--- src/design/sdwo_pkg.sv ---
// Shared types and constants for the signed divider with overflow.
package sdwo_pkg;

    localparam int unsigned DATA_W  = 32;
    localparam int unsigned CNT_W   = $clog2(DATA_W);
    localparam int unsigned SAR_AMT = 29;
    localparam int unsigned ROT_AMT = DATA_W - SAR_AMT;

    localparam logic [DATA_W-1:0] MIN_PATTERN = {1'b1, {(DATA_W-1){1'b0}}};
    localparam logic [DATA_W-1:0] MAX_PATTERN = {1'b0, {(DATA_W-1){1'b1}}};
    localparam logic [CNT_W-1:0]  LAST_STEP   = CNT_W'(DATA_W - 1);

    typedef struct packed {
        logic signed [DATA_W-1:0] dividend;
        logic signed [DATA_W-1:0] divisor;
    } sdwo_in_t;

    typedef struct packed {
        logic signed [DATA_W-1:0] quotient;
        logic signed [DATA_W-1:0] remainder;
        logic                     overflow_flag;
        logic                     irq_request;
    } sdwo_out_t;

    typedef struct packed {
        logic running;
        logic done;
    } sdwo_core_sts_t;

    typedef enum logic [1:0] {
        ST_IDLE,
        ST_DIVIDE,
        ST_FINISH
    } sdwo_state_t;

endpackage

--- src/design/signed_divider_with_overflow.sv ---
// Top level: signed 32-bit divider with sticky divide-by-zero flag and interrupt.
//
// Usage:
//   Input word (dividend, divisor) is taken on a rising edge with start high
//   and busy low. busy stays high until the result is out.
//   The result word appears on result for exactly one cycle with done high;
//   the receiver cannot stall, so it must take the word in that cycle.
//   A nonzero divisor is loaded into the divide core, which makes one quotient
//   bit per cycle on its shared subtractor; the sign fix-up and the output
//   register follow. A zero divisor skips the core. A new word may be started
//   in the cycle done is high.
//   cfg_we writes cfg_wdata to the overflow interrupt enable; write only
//   while idle.
//   Reset clears the enable, the sticky overflow flag and the sequencer.
module signed_divider_with_overflow (
    input  logic                clk,
    input  logic                rst_n,
    input  logic                start,
    output logic                busy,
    input  sdwo_pkg::sdwo_in_t  operands,
    output logic                done,
    output sdwo_pkg::sdwo_out_t result,
    input  logic                cfg_we,
    input  logic                cfg_wdata
);

    sdwo_pkg::sdwo_state_t          state_reg, state_next;
    logic                           irq_en_reg;
    logic                           sticky_reg, sticky_next;
    logic                           done_reg, done_next;
    sdwo_pkg::sdwo_out_t            res_reg, res_next;
    logic [sdwo_pkg::DATA_W-1:0]    a_reg, a_next;
    logic                           a_neg_reg, a_neg_next;
    logic                           b_neg_reg, b_neg_next;
    logic                           zero_reg, zero_next;

    logic                           accept;
    logic                           div_zero;
    logic                           core_load;
    logic [sdwo_pkg::DATA_W-1:0]    ua, ub;
    sdwo_pkg::sdwo_core_sts_t       core_sts;
    logic [sdwo_pkg::DATA_W-1:0]    uquo, urem;
    logic [sdwo_pkg::DATA_W-1:0]    q_val, r_val;

    assign div_zero = (operands.divisor == '0);
    assign ua = operands.dividend[sdwo_pkg::DATA_W-1] ? -operands.dividend : operands.dividend;
    assign ub = operands.divisor[sdwo_pkg::DATA_W-1]  ? -operands.divisor  : operands.divisor;

    sdwo_divcore u_divcore (
        .clk   (clk),
        .rst_n (rst_n),
        .load  (core_load),
        .num   (ua),
        .den   (ub),
        .sts   (core_sts),
        .uquo  (uquo),
        .urem  (urem)
    );

    // next state
    always_comb
    begin
        state_next = state_reg;
        case (state_reg)
            sdwo_pkg::ST_IDLE:
            begin
                if (start)
                    state_next = div_zero ? sdwo_pkg::ST_FINISH : sdwo_pkg::ST_DIVIDE;
            end
            sdwo_pkg::ST_DIVIDE:
            begin
                if (core_sts.done)
                    state_next = sdwo_pkg::ST_FINISH;
            end
            sdwo_pkg::ST_FINISH:
                state_next = sdwo_pkg::ST_IDLE;
            default:
                state_next = sdwo_pkg::ST_IDLE;
        endcase
    end

    // sequencer outputs
    always_comb
    begin
        busy      = 1'b1;
        core_load = 1'b0;
        case (state_reg)
            sdwo_pkg::ST_IDLE:
            begin
                busy      = 1'b0;
                core_load = start && !div_zero;
            end
            sdwo_pkg::ST_DIVIDE,
            sdwo_pkg::ST_FINISH:
                busy = 1'b1;
            default:
                busy = 1'b1;
        endcase
    end

    assign accept = start && !busy;

    // result formation
    always_comb
    begin
        if (zero_reg)
        begin
            r_val = {{sdwo_pkg::SAR_AMT{a_reg[sdwo_pkg::DATA_W-1]}},
                     a_reg[sdwo_pkg::DATA_W-1:sdwo_pkg::SAR_AMT]};
            if (irq_en_reg)
                q_val = {a_reg[sdwo_pkg::DATA_W-sdwo_pkg::ROT_AMT-1:0],
                         {sdwo_pkg::ROT_AMT{a_reg[sdwo_pkg::DATA_W-1]}}};
            else
                q_val = a_neg_reg ? sdwo_pkg::MIN_PATTERN : sdwo_pkg::MAX_PATTERN;
        end
        else
        begin
            q_val = (a_neg_reg ^ b_neg_reg) ? -uquo : uquo;
            r_val = a_neg_reg ? -urem : urem;
        end
    end

    always_comb
    begin
        a_next      = a_reg;
        a_neg_next  = a_neg_reg;
        b_neg_next  = b_neg_reg;
        zero_next   = zero_reg;
        sticky_next = sticky_reg;
        done_next   = 1'b0;
        res_next    = res_reg;
        if (accept)
        begin
            a_next     = operands.dividend;
            a_neg_next = operands.dividend[sdwo_pkg::DATA_W-1];
            b_neg_next = operands.divisor[sdwo_pkg::DATA_W-1];
            zero_next  = div_zero;
        end
        if (state_reg == sdwo_pkg::ST_FINISH)
        begin
            sticky_next            = sticky_reg | zero_reg;
            done_next              = 1'b1;
            res_next.quotient      = q_val;
            res_next.remainder     = r_val;
            res_next.overflow_flag = sticky_next;
            res_next.irq_request   = sticky_next & irq_en_reg;
        end
    end

    always_ff @(posedge clk or negedge rst_n)
    begin
        if (!rst_n)
        begin
            state_reg  <= sdwo_pkg::ST_IDLE;
            irq_en_reg <= 1'b0;
            sticky_reg <= 1'b0;
            done_reg   <= 1'b0;
        end
        else
        begin
            state_reg  <= state_next;
            sticky_reg <= sticky_next;
            done_reg   <= done_next;
            if (cfg_we)
                irq_en_reg <= cfg_wdata;
        end
    end

    always_ff @(posedge clk)
    begin
        a_reg     <= a_next;
        a_neg_reg <= a_neg_next;
        b_neg_reg <= b_neg_next;
        zero_reg  <= zero_next;
        res_reg   <= res_next;
    end

    assign done   = done_reg;
    assign result = res_reg;

    a_done_idle: assert property (@(posedge clk) disable iff (!rst_n)
        done |-> !busy)
        else $error("done while busy");

    a_sticky_holds: assert property (@(posedge clk) disable iff (!rst_n)
        !$fell(sticky_reg))
        else $error("sticky overflow flag cleared");

    a_irq_needs_flag: assert property (@(posedge clk) disable iff (!rst_n)
        (done && result.irq_request) |-> result.overflow_flag)
        else $error("irq without overflow flag");

    a_accept_busy: assert property (@(posedge clk) disable iff (!rst_n)
        accept |=> busy)
        else $error("not busy after accept");

endmodule

--- src/design/sdwo_divcore.sv ---
// Unsigned restoring divider: one quotient bit per cycle on a shared subtractor.
module sdwo_divcore (
    input  logic                          clk,
    input  logic                          rst_n,
    input  logic                          load,
    input  logic [sdwo_pkg::DATA_W-1:0]   num,
    input  logic [sdwo_pkg::DATA_W-1:0]   den,
    output sdwo_pkg::sdwo_core_sts_t      sts,
    output logic [sdwo_pkg::DATA_W-1:0]   uquo,
    output logic [sdwo_pkg::DATA_W-1:0]   urem
);

    logic                          running_reg, running_next;
    logic                          done_reg, done_next;
    logic [sdwo_pkg::CNT_W-1:0]    count_reg, count_next;
    logic [sdwo_pkg::DATA_W-1:0]   quo_reg, quo_next;
    logic [sdwo_pkg::DATA_W-1:0]   rem_reg, rem_next;
    logic [sdwo_pkg::DATA_W-1:0]   den_reg, den_next;
    logic [sdwo_pkg::DATA_W:0]     partial;
    logic [sdwo_pkg::DATA_W+1:0]   diff;
    logic                          borrow;

    assign partial = {rem_reg, quo_reg[sdwo_pkg::DATA_W-1]};
    assign diff    = {1'b0, partial} - {2'b00, den_reg};
    assign borrow  = diff[sdwo_pkg::DATA_W+1];

    always_comb
    begin
        running_next = running_reg;
        done_next    = 1'b0;
        count_next   = count_reg;
        quo_next     = quo_reg;
        rem_next     = rem_reg;
        den_next     = den_reg;
        if (load)
        begin
            running_next = 1'b1;
            count_next   = '0;
            quo_next     = num;
            rem_next     = '0;
            den_next     = den;
        end
        else if (running_reg)
        begin
            quo_next   = {quo_reg[sdwo_pkg::DATA_W-2:0], ~borrow};
            rem_next   = borrow ? partial[sdwo_pkg::DATA_W-1:0] : diff[sdwo_pkg::DATA_W-1:0];
            count_next = count_reg + 1'b1;
            if (count_reg == sdwo_pkg::LAST_STEP)
            begin
                running_next = 1'b0;
                done_next    = 1'b1;
            end
        end
    end

    always_ff @(posedge clk or negedge rst_n)
    begin
        if (!rst_n)
        begin
            running_reg <= 1'b0;
            done_reg    <= 1'b0;
            count_reg   <= '0;
        end
        else
        begin
            running_reg <= running_next;
            done_reg    <= done_next;
            count_reg   <= count_next;
        end
    end

    always_ff @(posedge clk)
    begin
        quo_reg <= quo_next;
        rem_reg <= rem_next;
        den_reg <= den_next;
    end

    assign sts.running = running_reg;
    assign sts.done    = done_reg;
    assign uquo        = quo_reg;
    assign urem        = rem_reg;

endmodule
--- config.mk ---
export PLATFORM = sky130hd
export DESIGN_NAME = signed_divider_with_overflow
export DESIGN_NICKNAME = d
export VERILOG_FILES = /design/src/design/sdwo_pkg.sv /design/src/design/signed_divider_with_overflow.sv /design/src/design/sdwo_divcore.sv
export SDC_FILE = /design/constraint.sdc
export NUM_CORES = 1
export LEC_CHECK = 0
export ABC_AREA = 1
export BUFFER_PORTS_ARGS = -buffer_cell sky130_fd_sc_hd__buf_4
export CAP_MARGIN = 20
export CORE_MARGIN = 10
export CORE_UTILIZATION = 46
export DETAILED_ROUTE_END_ITERATION = 12
export GPL_ROUTABILITY_DRIVEN = 0
export GPL_TIMING_DRIVEN = 0
export HOLD_SLACK_MARGIN = 0.02
export SYNTH_ARGS = -nofsm -noshare
export SYNTH_HDL_FRONTEND = slang
export SYNTH_SLANG_ARGS = --single-unit
--- constraint.sdc ---
create_clock -name clk -period 8.85 [get_ports clk]
set_clock_uncertainty 0.05 [all_clocks]
set_input_delay 0 -clock clk [delete_from_list [all_inputs] [get_ports clk]]
set_output_delay 0 -clock clk [all_outputs]
set_load 0.03 [all_outputs]
== Word level (Yosys, flattened, before mapping) ==
Cells that the tools add are included.
Cells by class
  add/sub/neg operators: 6
  bitwise operators: 4
  reductions and logical operators: 7
  mux-type cells: 26
  equality and inequality tests: 5
Operators by type and width (number)
  32-bit two-way mux: 10
  32-bit negation: 4
  33-bit by 32-bit subtractor with 34-bit output: 1
  32-bit zero test: 1
  31-bit two-way mux: 1
  5-bit two-way mux: 2
  1-bit two-way mux: 9
  2-bit two-way mux: 3
  5-bit by 1-bit adder with 5-bit output (second input constant): 1
  5-bit == test (second input constant): 1
  2-bit one-hot mux with 2 select lines: 1
  2-bit by 1-bit == test with 1-bit output (second input constant): 1
  2-bit == test (second input constant): 1
  1-bit logical AND: 2
  2-bit zero test: 1
  2-bit by 1-bit != test with 1-bit output (second input constant): 1
  2-bit != test (second input constant): 1
  2-bit AND reduction: 1
  2-bit nonzero test: 1
  1-bit AND: 1
  1-bit zero test: 1
  1-bit inverter: 1
  1-bit bitwise OR: 1
  1-bit bitwise XOR: 1
Storage, ports and cells
  register bits after elaboration: 209
  bits of input ports: 69
  output and inout port bits: 68
  logic and storage cells: 67

== Longest topological paths before layout ==
  depth in word-level cells: 5
  mapped depth: 17
  depth with buffers taken out: 16

== Modules after synthesis ==
From an unflattened synthesis, not the netlist that was laid out.
Second synthesis, totals
  cell total of the unflattened synthesis: 2093
  area, all modules: 14701.6 µm²
Modules (own cells, without submodules)
  signed_divider_with_overflow: area each 7850.0 µm², sequential area each 3128.0 µm², cells each 1118, instances 1
  sdwo_divcore: area each 6851.6 µm², sequential area each 2737.6 µm², cells each 975, instances 1

== Least setup slack after synthesis ==
OpenSTA, ideal clock, no wires.
  path kind: reg-to-reg
  start point: register state_reg[1]
  end point: register res_reg (netlist bit result[0]), enable pin
  path buffers: 0
  arrival: 3.231 ns
  data required time: 8.306 ns
  setup time: 0.494 ns
  clock period less this slack: 3.776 ns
  setup slack: 5.074 ns
  stages on the path, launching flop included: 3
  cells stage by stage: dfrtp_1 > inv_1 > nor2_1
On the way
  cells in the longest elaborated chain, start to end: 1
RTL lines
  start, declared: line signed_divider_with_overflow.sv:27  | sdwo_pkg::sdwo_state_t state_reg, state_next;
  start signal, assigned: line signed_divider_with_overflow.sv:154  | state_reg <= sdwo_pkg::ST_IDLE;
  start signal, assigned: line signed_divider_with_overflow.sv:161  | state_reg <= state_next;
  2-bit == test: line signed_divider_with_overflow.sv:139  | if (state_reg == sdwo_pkg::ST_FINISH)
  end signal, assigned: line signed_divider_with_overflow.sv:175  | res_reg <= res_next;
  end, declared: line signed_divider_with_overflow.sv:31  | sdwo_pkg::sdwo_out_t res_reg, res_next;
Every way passes these cells.
A chain may end at the register's enable or synchronous reset.

== Final worst setup path ==
  start point: input port operands[3] in the netlist's numbering
  end point: register u_divcore.den_reg[25] in the netlist's numbering (data pin)
On the way
  cells in the longest elaborated chain, start to end: 2
RTL lines
  start, declared: line signed_divider_with_overflow.sv:20  | input sdwo_pkg::sdwo_in_t operands,
  32-bit negation: line signed_divider_with_overflow.sv:47  | assign ub = operands.divisor[sdwo_pkg::DATA_W-1] ? -operands.divisor : operands.divisor;
  31-bit two-way mux: line signed_divider_with_overflow.sv:47
  named net u_divcore.den (one bit): line sdwo_divcore.sv:7  | input logic [sdwo_pkg::DATA_W-1:0] den,
  end signal, assigned: line sdwo_divcore.sv:76  | den_reg <= den_next;
  end, declared: line sdwo_divcore.sv:18  | logic [sdwo_pkg::DATA_W-1:0] den_reg, den_next;
The timed path passes the listed nets, and every way through them passes these cells.

==> flow_metrics.env <==
export IMPL_max_freq_ghz=0.374
export IMPL_grt_overflow=0
export IMPL_viasPerCell=5.34
export IMPL_antenna_cells=0
export IMPL_p_per_area_nw_per_um2=335
export IMPL_synth_cells=1932
export IMPL_die_x_um=196
export IMPL_cap_violations=0
export IMPL_finalSetupTns_ns=0
export IMPL_synth_area_leaders="edfxtp_1 34%, nand2_1 14%, inv_1 7.9%, nand3_1 6.2%, dfxtp_1 4.5%"
export IMPL_irDropWorstVdd_mv=0.220
export IMPL_area_growth_pct=23.4
export IMPL_cp_end_kind="flip-flop"
export IMPL_vias=13900
export IMPL_initial_core_util_pct=46.7
export IMPL_post_dp_cell_area_um2=15900
export IMPL_setup_viol=0
export IMPL_drt_iter0_markers=1512
export IMPL_async_flop_share_pct=5.77
export IMPL_cpMostUsedCell="nand2_1"
export IMPL_ys_types=51
export IMPL_max_stage_delay_ns=0.55
export IMPL_syn_cell_area_um2=14300
export IMPL_worstPathRequired_ns=9.20
export IMPL_grt_setup_unrepaired="false"
export IMPL_crit_chain="dlygate4sd3_1 > buf_4 > nor2_1 > nand4_1 > nor3_2 > nand2_1 > nor2_4 > nand4_1 > nand2_1 > nand2_1 > dlygate4sd3_1 > nand2_1 > dlygate4sd3_1"
export IMPL_die_h_um=196
export IMPL_drive_above_1_share_pct=13.2
export IMPL_finalMaxSlewViolations=0
export IMPL_min_period_ns=2.67
export IMPL_worst_setup_path_start_kind="input pin"
export IMPL_ys_warn_count=0
export IMPL_htree_levels=1
export IMPL_slowest_stage="dlygate4sd3_1"
export IMPL_die_area_um2=38500
export IMPL_cts_root_buf="clkbuf_16"
export IMPL_synth_main_ff_cell="edfxtp_1"
export IMPL_cp_arrival_ns=3.02
export IMPL_grt_max_degree=42
export IMPL_insertion_delay_ns=0.56
export IMPL_hold_viol=0
export IMPL_crit_family="buffers and inverters"
export IMPL_seq_area_frac_synth_pct=41.1
export IMPL_rows=64
export IMPL_remaining_drc_errors=0
export IMPL_synth_area_per_cell_um2=7.39
export IMPL_path_clk_slew_ns=0.06
export IMPL_seqCellArea_um2=5870
export IMPL_ys_ff_latch=208
export IMPL_p_leak_nw=8.32
export IMPL_synth_top_area_share_pct=34.5
export IMPL_first_pass_iters=6
export IMPL_postRouteAntennaNets=0
export IMPL_nets=2291
export IMPL_ios=137
export IMPL_multi_input_area_um2=6940
export IMPL_synth_edf_count=164
export IMPL_finalCritPeriodShare_pct=30.2
export IMPL_fill_cells=2890
export IMPL_slew_limit_headroom_pct=30.8
export IMPL_clock_path_buffers=3
export IMPL_hold_class="in2reg"
export IMPL_grt_pass1_wl_mm=73.6
export IMPL_grt_pass1_vias=13200
export IMPL_numCtsBuffers=25
export IMPL_fp_coreArea_um2=30600
export IMPL_final_common_cell="nand2_1"
export IMPL_place_hpwl_mm=37.6
export IMPL_clock_sinks=208
export IMPL_most_common_layout_cells="544 x nand2_1, 299 x inv_1, 177 x nand3_1, 166 x nor2_1, 164 x edfxtp_1"
export IMPL_grt_antenna_before_repair=0
export IMPL_wl_mm=47.8
export IMPL_synth_top_area_cell="edfxtp_1"
export IMPL_crit_buf_inv=4
export IMPL_status="completed"
export IMPL_largest_reg_flops=66
export IMPL_fin_area_um2=17600
export IMPL_track_usage_pct=24.0
export IMPL_synthesis_nets=2040
export IMPL_criticalPathCategory="in2reg"
export IMPL_path_max_fanout=7
export IMPL_tightest_slew_ns=1.04
export IMPL_cts_tree="done"
export IMPL_avgRoutedWirePerCell_um=18.4
export IMPL_io_buffers=136
-- synth_stat cells, drive strengths merged, types with 15 or more instances --
library cell  instances
xor2                 63
edfxtp              164
nor2                185
o21ai               103
nand4                33
inv                 308
nor3                 33
buf                  35
a21oi                71
nand3               185
nand2               559
xnor2                25
dfxtp                32
clkbuf               15
ha                   38
a31oi                20
-- per-layer routing --
layer / track usage, % / vias up / wire (µm)
met2: 37.1 / 590 / 21000
li1: - / 6777 / -
met4: 5.85 / 0 / 1010
met3: 3.99 / 60 / 4190
met5: 0 / - / 0
met1: 34.1 / 6438 / 21600
-- final cells by class --
type	instances	area share [%]
multi-input combinational	1365	39.4
sequential	208	33.3
timing repair buffer	224	11.0
inverter	309	6.61
clock buffer	26	3.63
tap	396	2.81
buffer	50	1.87
clock inverter	20	1.40
-- power by group --
part | internal [mW] | switching [mW]
clock network | 0.653 | 0.447
logic | 1.04 | 2.03
registers | 1.46 | 0.272
-- worst register-to-register path: stages, from the launching register on --
cell      delay (ns)
edfxtp_1        0.54
inv_1           0.15
clkbuf_1        0.38
clkbuf_1        0.67
o21ai_0         0.20
a21oi_1         0.27
nor2_1          0.07
-- final timing paths --
kind	start	to	slack, ns	depth (start not counted)
max	operands[3]	u_divcore.den_reg[25]	6.18	13
min	operands[50]	a_reg[18]	0.13	2
max reg2reg	zero_reg	result[51]	6.31	6
min reg2reg	state_reg[1]	state_reg[1]	0.42	1
max in group asynchronous	rst_n	u_divcore.running_reg	7.65	3
min in group asynchronous	rst_n	sticky_reg	0.58	3
-- kinds of logic (layout without fill, tap and decap cells) --
group	after synthesis	after routing	synth area share (%)
AO/OA/AOI/OAI	208	208	7.93
XOR/XNOR	88	88	5.40
adder cells (fa/ha/maj)	39	39	3.47
buffers and inverters	359	629	10.5
flip-flops	208	208	41.1
AND/OR/NAND/NOR	1030	1030	31.7
-- what timing repair did --
| item | in CTS | in global routing |
|---|---|---|
| setup buffers | 0 | 0 |
| hold endpoints to repair | 126 | 0 |
| setup endpoints to repair | 0 | 0 |
| hold buffers | 85 | 0 |
| gates resized for setup | 0 | 0 |
-- per-stage QoR --
stage	std cells	hold WS, ns	setup WS [ns]	power [mW]	util [%]
finish	2598	0.127	6.18	5.91	57.6
global route	2598	0.131	5.98	6.34	57.6
CTS	2598	0.112	6.27	5.88	57.6
detailed placement	2467	-0.166	6.33	4.73	51.9
global placement	2464	-0.168	3.70	4.69	51.7
floorplan	1932	-0.346	5.07	3.79	-
Power figures use the tool's default switching activity.
